--- config.mk ---
export PLATFORM = sky130hd
export DESIGN_NAME = binary_rle_row_decoder_top
export DESIGN_NICKNAME = d
export VERILOG_FILES = /design/src/design/brle_pkg.sv /design/src/design/brle_fifo.sv /design/src/design/brle_core.sv /design/src/design/binary_rle_row_decoder_top.sv
export SDC_FILE = /design/constraint.sdc
export NUM_CORES = 1
export LEC_CHECK = 0
export BUFFER_PORTS_ARGS = -buffer_cell sky130_fd_sc_hd__buf_4
export CORE_ASPECT_RATIO = 1.2
export CORE_MARGIN = 2
export CORE_UTILIZATION = 62
export DETAILED_ROUTE_END_ITERATION = 6
export PLACE_DENSITY_LB_ADDON = 0.2
export SETUP_SLACK_MARGIN = 0.2
export SYNTH_ARGS = -nofsm -noshare
export SYNTH_HDL_FRONTEND = slang
export SYNTH_SLANG_ARGS = --single-unit
--- constraint.sdc ---
create_clock -name clk -period 7.7 [get_ports clk]
set_input_delay 0.385 -clock clk [delete_from_list [all_inputs] [get_ports clk]]
set_output_delay 0.385 -clock clk [all_outputs]
set_load 0.1 [all_outputs]
--- src/design/brle_pkg.sv ---
// Shared types, register indexes and defaults of the run-length decoder.
package brle_pkg;

	// Default size limits
	localparam int MAX_COLUMNS_DEF = 4096;
	localparam int MAX_ROWS_DEF    = 4096;

	// Depth of the byte queue and the run queue
	localparam int QUEUE_DEPTH = 2;

	// Configuration register indexes
	localparam logic [2:0] REG_COLUMNS    = 3'd0;
	localparam logic [2:0] REG_ROWS       = 3'd1;
	localparam logic [2:0] REG_START_MODE = 3'd2;
	localparam logic [2:0] REG_HIGH_VALUE = 3'd3;
	localparam logic [2:0] REG_LOW_VALUE  = 3'd4;

	// Start mode where every row carries its own color bit
	localparam logic [1:0] MODE_COLOR_BIT = 2'd0;

	// Register reset values
	localparam logic [12:0] COLUMNS_RST    = 13'd512;
	localparam logic [12:0] ROWS_RST       = 13'd512;
	localparam logic [1:0]  START_MODE_RST = 2'd0;
	localparam logic [7:0]  HIGH_VALUE_RST = 8'd255;
	localparam logic [7:0]  LOW_VALUE_RST  = 8'd0;

	typedef struct packed {
		logic [12:0] columns;
		logic [12:0] rows;
		logic [1:0]  start_mode;
		logic [7:0]  high_value;
		logic [7:0]  low_value;
	} cfg_t;

	// One decoded run
	typedef struct packed {
		logic        last;
		logic        frame_end;
		logic        row_end;
		logic [12:0] run_length;
		logic [7:0]  pixel_value;
	} run_t;

endpackage

--- src/design/brle_fifo.sv ---
// Small synchronous queue used between the decoder stages.
module brle_fifo #(
	parameter int WIDTH = 8,
	parameter int DEPTH = 2
) (
	input  logic             clk,
	input  logic             arst_n,
	input  logic             wr_valid,
	output logic             wr_ready,
	input  logic [WIDTH-1:0] wr_data,
	output logic             rd_valid,
	input  logic             rd_ready,
	output logic [WIDTH-1:0] rd_data
);

	localparam int PW = (DEPTH > 1) ? $clog2(DEPTH) : 1;
	localparam int NW = $clog2(DEPTH + 1);

	logic [WIDTH-1:0] mem_q [DEPTH];
	logic [PW-1:0]    wr_ptr_q;
	logic [PW-1:0]    rd_ptr_q;
	logic [NW-1:0]    count_q;
	logic             do_wr;
	logic             do_rd;

	assign wr_ready = (count_q != NW'(DEPTH));
	assign rd_valid = (count_q != '0);
	assign rd_data  = mem_q[rd_ptr_q];
	assign do_wr    = wr_valid && wr_ready;
	assign do_rd    = rd_valid && rd_ready;

	// Entry storage
	always_ff @(posedge clk) begin
		if (do_wr) begin
			mem_q[wr_ptr_q] <= wr_data;
		end
	end

	// Pointers and fill count
	always_ff @(posedge clk or negedge arst_n) begin
		if (!arst_n) begin
			wr_ptr_q <= '0;
			rd_ptr_q <= '0;
			count_q  <= '0;
		end else begin
			if (do_wr) begin
				wr_ptr_q <= (wr_ptr_q == PW'(DEPTH - 1)) ? '0 : wr_ptr_q + PW'(1);
			end
			if (do_rd) begin
				rd_ptr_q <= (rd_ptr_q == PW'(DEPTH - 1)) ? '0 : rd_ptr_q + PW'(1);
			end
			if (do_wr && !do_rd) begin
				count_q <= count_q + NW'(1);
			end else if (do_rd && !do_wr) begin
				count_q <= count_q - NW'(1);
			end
		end
	end

endmodule

--- src/design/brle_core.sv ---
// Bit-serial back end: walks each code byte one bit a cycle unless the output stalls, and builds runs.
module brle_core #(
	parameter int MAX_COLUMNS = brle_pkg::MAX_COLUMNS_DEF,
	parameter int MAX_ROWS    = brle_pkg::MAX_ROWS_DEF
) (
	input  logic              clk,
	input  logic              arst_n,
	input  brle_pkg::cfg_t    cfg,
	input  logic              byte_valid,
	output logic              byte_ready,
	input  logic [7:0]        byte_data,
	output logic              run_valid,
	input  logic              run_ready,
	output brle_pkg::run_t    run_data
);

	localparam int AW = $clog2(MAX_COLUMNS);
	localparam int CW = AW + 1;
	localparam int BW = $clog2(AW + 1);
	localparam int RW = $clog2(MAX_ROWS + 1);

	// Bit length of x, at least one
	function automatic logic [BW-1:0] bit_len(input logic [CW-1:0] x);
		logic [BW-1:0] n;
		n = BW'(1);
		for (int i = 1; i < AW; i++) begin
			if (x[i]) begin
				n = BW'(i + 1);
			end
		end
		return n;
	endfunction

	// Decoder state
	logic [2:0]    bit_idx_q;
	logic          need_color_q;
	logic          color_q;
	logic [CW-1:0] cols_left_q;
	logic [BW-1:0] code_bits_q;
	logic [AW-1:0] accum_q;
	logic [RW-1:0] row_q;

	// Run held back until it is known whether it is the byte's last one
	brle_pkg::run_t pend_q;
	logic           pend_v_q;
	logic           flush_q;

	logic [CW-1:0] eff_cols;
	logic [RW-1:0] eff_rows;
	logic          cur_bit;
	logic          color_bit_only;
	logic [CW-1:0] cols_cur;
	logic          color_cur;
	logic          new_code;
	logic [BW-1:0] bits_cur;
	logic [BW-1:0] bits_nxt;
	logic [AW-1:0] accum_cur;
	logic [AW-1:0] accum_nxt;
	logic          run_hit;
	logic [CW-1:0] len_raw;
	logic [CW-1:0] len;
	logic [CW-1:0] cols_new;
	logic          row_done;
	logic [RW:0]   row_inc;
	logic          frame_hit;
	logic          byte_end;
	logic          need_push;
	logic          push_last;
	logic          advance;
	logic          step;
	brle_pkg::run_t new_run;

	// Clamp the size registers into range
	always_comb begin
		if (cfg.columns == '0) begin
			eff_cols = CW'(1);
		end else if (32'(cfg.columns) > 32'(MAX_COLUMNS)) begin
			eff_cols = CW'(MAX_COLUMNS);
		end else begin
			eff_cols = CW'(cfg.columns);
		end
		if (cfg.rows == '0) begin
			eff_rows = RW'(1);
		end else if (32'(cfg.rows) > 32'(MAX_ROWS)) begin
			eff_rows = RW'(MAX_ROWS);
		end else begin
			eff_rows = RW'(cfg.rows);
		end
	end

	// One code bit
	always_comb begin
		cur_bit        = byte_data[bit_idx_q];
		color_bit_only = need_color_q && (cfg.start_mode == brle_pkg::MODE_COLOR_BIT);
		cols_cur       = need_color_q ? eff_cols : cols_left_q;
		color_cur      = need_color_q ? cfg.start_mode[1] : color_q;
		new_code       = need_color_q || (code_bits_q == '0);
		bits_cur       = new_code ? bit_len(cols_cur - CW'(1)) : code_bits_q;
		accum_cur      = new_code ? '0 : accum_q;
		accum_nxt      = AW'({accum_cur, cur_bit});
		bits_nxt       = bits_cur - BW'(1);
		run_hit        = !color_bit_only && (bits_nxt == '0);
		len_raw        = CW'(accum_nxt) + CW'(1);
		len            = (len_raw > cols_cur) ? cols_cur : len_raw;
		cols_new       = cols_cur - len;
		row_done       = run_hit && (cols_new == '0);
		row_inc        = {1'b0, row_q} + (RW + 1)'(1);
		frame_hit      = row_done && (row_inc >= {1'b0, eff_rows});
		byte_end       = (bit_idx_q == 3'd0) || frame_hit;

		new_run.pixel_value = color_cur ? cfg.high_value : cfg.low_value;
		new_run.run_length  = 13'(len);
		new_run.row_end     = row_done;
		new_run.frame_end   = frame_hit;
		new_run.last        = 1'b0;
	end

	// Output push and stall
	always_comb begin
		need_push = flush_q
			|| (byte_valid && run_hit && pend_v_q)
			|| (byte_valid && byte_end && !run_hit && pend_v_q);
		push_last = flush_q || (byte_end && !run_hit);
		advance   = !need_push || run_ready;
		step      = byte_valid && advance;

		run_valid     = need_push;
		run_data      = pend_q;
		run_data.last = push_last;
		byte_ready    = step && byte_end;
	end

	// Decoder state update
	always_ff @(posedge clk or negedge arst_n) begin
		if (!arst_n) begin
			bit_idx_q    <= 3'd7;
			need_color_q <= 1'b1;
			color_q      <= 1'b0;
			cols_left_q  <= '0;
			code_bits_q  <= '0;
			accum_q      <= '0;
			row_q        <= '0;
		end else if (step) begin
			bit_idx_q <= byte_end ? 3'd7 : bit_idx_q - 3'd1;
			if (color_bit_only) begin
				need_color_q <= 1'b0;
				color_q      <= cur_bit;
				cols_left_q  <= eff_cols;
				code_bits_q  <= '0;
				accum_q      <= '0;
			end else if (run_hit) begin
				need_color_q <= row_done;
				color_q      <= ~color_cur;
				cols_left_q  <= cols_new;
				code_bits_q  <= '0;
				accum_q      <= '0;
				if (row_done) begin
					row_q <= frame_hit ? '0 : RW'(row_inc);
				end
			end else begin
				need_color_q <= 1'b0;
				color_q      <= color_cur;
				cols_left_q  <= cols_cur;
				code_bits_q  <= bits_nxt;
				accum_q      <= accum_nxt;
			end
		end
	end

	// Held run and end-of-byte flush
	always_ff @(posedge clk or negedge arst_n) begin
		if (!arst_n) begin
			pend_v_q <= 1'b0;
			flush_q  <= 1'b0;
		end else begin
			if (step && run_hit) begin
				pend_v_q <= 1'b1;
			end else if (need_push && advance) begin
				pend_v_q <= 1'b0;
			end
			if (step && run_hit && byte_end) begin
				flush_q <= 1'b1;
			end else if (need_push && advance) begin
				flush_q <= 1'b0;
			end
		end
	end

	// Run payload
	always_ff @(posedge clk) begin
		if (step && run_hit) begin
			pend_q <= new_run;
		end
	end

endmodule

--- src/design/binary_rle_row_decoder_top.sv ---
// Top level of the run-length decoder for two-level image rows.
//
// Code bytes arrive on s_axis (tdata[7:0]) and are read most significant bit
// first. Decoded runs leave on m_axis: tdata holds the pixel value and the run
// length, tuser the row and frame end marks, tlast marks the final run that a
// byte produced. Registers are to be written on the cfg channel (always ready)
// only while the decoder is idle; the block itself does not enforce this.
// A two-entry byte queue feeds a bit-serial decoder that handles one code bit
// per cycle unless the output stalls. When a byte ends a frame, the rest of
// that byte is dropped. Runs pass through a held-run register and a two-entry
// run queue. Reset sets the registers to their defaults and starts at the first
// row of a frame. When the receiver stalls, the run queue fills, the decoder
// holds its bit position, the byte queue fills and s_axis_tready drops.
module binary_rle_row_decoder_top #(
	parameter int MAX_COLUMNS = brle_pkg::MAX_COLUMNS_DEF,
	parameter int MAX_ROWS    = brle_pkg::MAX_ROWS_DEF
) (
	input  logic        clk,
	input  logic        arst_n,
	// Configuration writes
	input  logic        cfg_valid,
	output logic        cfg_ready,
	input  logic [2:0]  cfg_index,
	input  logic [12:0] cfg_data,
	// Code bytes
	input  logic        s_axis_tvalid,
	output logic        s_axis_tready,
	input  logic [7:0]  s_axis_tdata,   // [7:0] code_byte
	// Decoded runs
	output logic        m_axis_tvalid,
	input  logic        m_axis_tready,
	output logic [23:0] m_axis_tdata,   // [7:0] pixel_value, [20:8] run_length, [23:21] zero
	output logic [1:0]  m_axis_tuser,   // [0] row_end, [1] frame_end
	output logic        m_axis_tlast
);

	localparam int RUN_W = $bits(brle_pkg::run_t);

	brle_pkg::cfg_t cfg_q;

	logic             byte_valid;
	logic             byte_ready;
	logic [7:0]       byte_data;
	logic             run_valid;
	logic             run_ready;
	brle_pkg::run_t   run_data;
	logic [RUN_W-1:0] out_bits;
	brle_pkg::run_t   out_run;

	assign cfg_ready = 1'b1;

	// Configuration registers
	always_ff @(posedge clk or negedge arst_n) begin
		if (!arst_n) begin
			cfg_q.columns    <= brle_pkg::COLUMNS_RST;
			cfg_q.rows       <= brle_pkg::ROWS_RST;
			cfg_q.start_mode <= brle_pkg::START_MODE_RST;
			cfg_q.high_value <= brle_pkg::HIGH_VALUE_RST;
			cfg_q.low_value  <= brle_pkg::LOW_VALUE_RST;
		end else if (cfg_valid && cfg_ready) begin
			case (cfg_index)
				brle_pkg::REG_COLUMNS:    cfg_q.columns    <= cfg_data;
				brle_pkg::REG_ROWS:       cfg_q.rows       <= cfg_data;
				brle_pkg::REG_START_MODE: cfg_q.start_mode <= cfg_data[1:0];
				brle_pkg::REG_HIGH_VALUE: cfg_q.high_value <= cfg_data[7:0];
				brle_pkg::REG_LOW_VALUE:  cfg_q.low_value  <= cfg_data[7:0];
				default: begin
				end
			endcase
		end
	end

	// Front: byte queue
	brle_fifo #(
		.WIDTH(8),
		.DEPTH(brle_pkg::QUEUE_DEPTH)
	) u_byte_q (
		.clk     (clk),
		.arst_n  (arst_n),
		.wr_valid(s_axis_tvalid),
		.wr_ready(s_axis_tready),
		.wr_data (s_axis_tdata),
		.rd_valid(byte_valid),
		.rd_ready(byte_ready),
		.rd_data (byte_data)
	);

	// Back: bit-serial decoder
	brle_core #(
		.MAX_COLUMNS(MAX_COLUMNS),
		.MAX_ROWS   (MAX_ROWS)
	) u_core (
		.clk       (clk),
		.arst_n    (arst_n),
		.cfg       (cfg_q),
		.byte_valid(byte_valid),
		.byte_ready(byte_ready),
		.byte_data (byte_data),
		.run_valid (run_valid),
		.run_ready (run_ready),
		.run_data  (run_data)
	);

	// Run queue toward the output
	brle_fifo #(
		.WIDTH(RUN_W),
		.DEPTH(brle_pkg::QUEUE_DEPTH)
	) u_run_q (
		.clk     (clk),
		.arst_n  (arst_n),
		.wr_valid(run_valid),
		.wr_ready(run_ready),
		.wr_data (run_data),
		.rd_valid(m_axis_tvalid),
		.rd_ready(m_axis_tready),
		.rd_data (out_bits)
	);

	assign out_run      = out_bits;
	assign m_axis_tdata = {3'b000, out_run.run_length, out_run.pixel_value};
	assign m_axis_tuser = {out_run.frame_end, out_run.row_end};
	assign m_axis_tlast = out_run.last;

endmodule

==> metrics.log <==
[metrics] Clk pin slew, worst setup/hold paths: 0.06 ns
[metrics] count of pins over their slew limit: 0
[metrics] logic gate share of total power: 0.566
[metrics] final estimated routing congestion in global placement: 0.890
[metrics] count of buffers from port buffering: 54
[metrics] final cell utilization of the core: 0.708
[metrics] kind of cell adding the most delay to the critical path: compound AO/OA/AOI/OAI gates
[metrics] sequential area share after synthesis: 0.490
[metrics] slew at the pin closest to its max-slew limit: 1.13 ns
[metrics] final clock period utilization by the worst path: 0.934
[metrics] effective utilization at floorplan: 0.626
[metrics] mean instance size in the synthesized netlist: 11.6 µm²
[metrics] horizontal extent of the die: 123 µm
[metrics] Main synth FF type: edfxtp_1
[metrics] number of optimization iterations in the first detailed-route pass: 5
[metrics] combined area of all synthesized cells: 0.0105 mm²
[metrics] post-synthesis share of cell area spent on full adders, half adders and majority gates: 0.0581
[metrics] number of hold violations in the final report: 0
[metrics] unrepaired setup endpoints after global routing: no
[metrics] highest attainable clock frequency: 0.139 GHz
[metrics] std cell rows: 52
[metrics] main combinational cell family by area after synthesis: multiplexers
[metrics] number of primary I/O pins: 59
[metrics] vias in the first global route: 7,341
[metrics] number of sinks on the clock net: 187
[metrics] result of the run: completed
[metrics] cell internal power dissipation: 3.02 mW
[metrics] antenna diode instance count: 0
[metrics] clock latency reported for the late side of the worst-skew pair: 0.43 ns
[metrics] pwr/cell area: 462 mW/mm²
[metrics] compound-gate portion of the synthesized area: 0.112
[metrics] initial drt markers: 495
[metrics] number of distinct library cells after synthesis: 83
[metrics] remaining global-route overflow: 0
[metrics] number of vias after detailed routing: 7,284
[metrics] worst-path cell with the longest stage delay: mux4_2
[metrics] residual antenna-violating net count after detailed routing: 0
[metrics] Net Sw Frac: 0.448
[metrics] minimum clock period after layout: 7.19 ns
[metrics] signal arrival time at the worst endpoint: 7.55 ns
[metrics] root cell of the clock tree: clkbuf_16
[metrics] Max-Slew Margin vs Limit: 0.246
[metrics] wire length of the first global-routing pass: 37.2 mm
[metrics] proportion of power drawn by flip-flops and latches: 0.285
[metrics] DRC violations left: 0
[metrics] post-synthesis async set-or-reset flop share: 0.535
[metrics] kind of end point of the critical path: flip-flop
[metrics] Vias per Instance: 6.02
[metrics] top-area cell type share of the netlist area: 0.249
[metrics] share of synthesized area spent on multiplexers: 0.143
[metrics] warnings from Yosys: 0
[metrics] class of the worst hold path: in -> reg
[metrics] mean routed wirelength per cell: 18.7 µm
[metrics] largest area contributor in the netlist: edfxtp_1
[metrics] number of antenna violations at the first check in global routing: 0
[metrics] classification of the worst setup path: reg -> reg
[metrics] Static Leakage: 4.95 nW
[metrics] top area cells in the synthesized netlist: edfxtp_1 25%, dfrtp_1 21%, mux2_2 8.8%
[metrics] largest net degree at the start of global routing: 66
[metrics] maxcap violations: 0
[metrics] DP Wirelength: 16.4 mm
[metrics] all-layer global routing usage: 0.269
[metrics] required time reported for the critical path endpoint: 8.06 ns
[metrics] maximum root-to-sink buffer count: 2
[metrics] simple-gate portion of the synthesized area: 0.122
[metrics] TritonCTS clock tree: yes
[metrics] net load switching power: 2.45 mW
[metrics] crit start category: flip-flop
[metrics] setup TNS: 0 ns
[metrics] maximum level of the CTS H-tree: 4
[metrics] area growth from synthesis to final layout: 13.0%
[metrics] core box area: 0.0167 mm²
[metrics] largest driver fanout on the critical path: 6
[metrics] clock skew: 0.00882 ns
[metrics] delay of the slowest cell on the worst path: 0.58 ns
[metrics] Max rail drop VDD: 223 µV
[metrics] XOR/XNOR Fraction of Synth Area: 0.0360
[metrics] Final #Nets: 1,057
[metrics] die height: 146 µm
[metrics] total of endpoints with negative setup slack in the final report: 0
[metrics] total buffers and inverters traversed by the critical path: 1
[metrics] relative contribution of the clock network to total power: 0.149
[metrics] final routed wirelength across all metal layers: 22.6 mm
[metrics] Synth Register Bits: 187
[metrics] Die Outline Area: 0.0179 mm²
[metrics] fraction of layout cells with a size suffix above 1: 0.264
[metrics] number of buffers inserted during clock tree synthesis: 17
[metrics] EDFF count, synth: 87
[metrics] Cells after Synth: 904
[Yosys cell counts (all sizes together), types with 4 or more instances]
cell type / instances
a21o: 14
nand3: 32
nand2: 50
mux4: 5
a211oi: 8
a21oi: 27
inv: 59
ha: 47
nor3: 17
edfxtp: 87
mux2: 98
nor2b: 11
o21ai: 34
a22oi: 7
o21a: 5
dfrtp: 86
mux2i: 28
nand4: 10
nor4: 10
and3: 17
a211o: 4
xnor2: 24
or2: 6
xor2: 19
dfstp: 14
nor3b: 4
nand2b: 11
nor2: 62
o22ai: 5
o31ai: 13
buf: 14
clkbuf: 17
a31oi: 7
o211ai: 5
[power by group through the flow]
stage	clock network, mW	logic [mW]	registers (mW)
2_1_floorplan	0	2.35	1.49
3_3_place_gp	0	2.93	1.57
3_5_place_dp	0	2.96	1.58
4_1_cts	0.823	2.99	1.56
5_1_grt	0.865	3.39	1.60
6_report	0.815	3.10	1.56
[state kept, by name, summed over array words and instances, names as in the netlist, 4 cells and up]
name	count
u_core.cols_left_q	13
u_core.accum_q	11
cfg_q	44
u_core.code_bits_q	4
u_run_q.mem_q	48
u_byte_q.mem_q	16
u_core.run_data	23
u_core.row_q	13
[area by class of cell]
class                      instances  area [µm²]
clock inverter                    13         101
fill                            1261        4880
timing repair buffer              86         648
clock buffer                      19         433
inverter                          60         225
multi-input combinational        628        5020
sequential                       187        5130
tap                              216         270
[metrics by stage]
stage | instance area [µm²] | power, mW | std cells | hold WS [ns] | worst slack (ns)
after floorplan | 10500 | 3.84 | 906 | 0.0894 | 0.642
after global placement | 11200 | 4.50 | 1169 | 0.386 | 0.461
after detailed placement | 11200 | 4.54 | 1169 | 0.393 | 0.321
after CTS | 11700 | 5.37 | 1202 | 0.122 | 0.251
after global routing | 11800 | 5.85 | 1209 | 0.114 | 0.103
final | 11800 | 5.47 | 1209 | 0.138 | 0.506
[timing repair]
action / in CTS / in global routing
hold endpoints to repair: 27 / 0
buffers inserted: 0 / 7
hold buffers: 1 / 0
gates resized for setup: 0 / 14
setup endpoints to repair: 0 / 12
[final timing paths]
check,start,slack [ns],endpoint,cells past startpoint
max,u_byte_q.rd_ptr_q,0.51,u_byte_q.count_q[1],31
min,s_axis_tdata[3],0.14,u_byte_q.mem_q[1][3],1
max reg2reg,u_byte_q.rd_ptr_q,0.51,u_byte_q.count_q[1],31
min reg2reg,u_core.run_data[14],0.45,u_run_q.mem_q[0][14],0
max in group asynchronous,arst_n,5.97,u_byte_q.rd_ptr_q,3
min in group asynchronous,arst_n,0.46,u_core.accum_q[10],2
[layout by cell type (no fill, tap or decap), types with 6 or more instances in the layout]
| cell type | netlist | routed |
|---|---|---|
| a31oi_1 | 6 | 6 |
| ha_1 | 47 | 46 |
| o21ai_0 | 30 | 29 |
| mux2_1 | 16 | 16 |
| a21oi_2 | 3 | 6 |
| nand2_1 | 50 | 50 |
| nand2b_1 | 11 | 11 |
| xor2_1 | 19 | 19 |
| dfstp_2 | 14 | 14 |
| nor3_1 | 17 | 17 |
| nor2b_1 | 10 | 10 |
| nand4_1 | 10 | 10 |
| mux2i_1 | 28 | 28 |
| clkbuf_16 | 0 | 17 |
| xnor2_1 | 24 | 24 |
| dfrtp_1 | 86 | 85 |
| nor2_1 | 62 | 60 |
| buf_4 | 7 | 85 |
| a21o_1 | 14 | 14 |
| inv_1 | 54 | 54 |
| mux2_2 | 82 | 82 |
| nor4_1 | 8 | 7 |
| edfxtp_1 | 87 | 87 |
| o31ai_2 | 7 | 8 |
| a21oi_1 | 23 | 20 |
| nand3_1 | 32 | 32 |
| and3_1 | 17 | 16 |
[kinds of logic (layout without fill, tap and decap cells)]
family | count (synthesis) | after routing
simple gates | 246 | 246
flops | 187 | 187
compound gates | 156 | 156
mux | 131 | 131
buf+inv | 91 | 178
fa+ha+maj | 48 | 48
xor+xnor | 43 | 43
other cells | 2 | 4
[routing by layer]
layer  routed length [µm]  global-route usage
met5                    0                   0
met4                  556              0.0862
met3                  733              0.0535
met2                11700               0.448
met1                 9670               0.353
No activity file was read; power rests on OpenSTA's default activity.
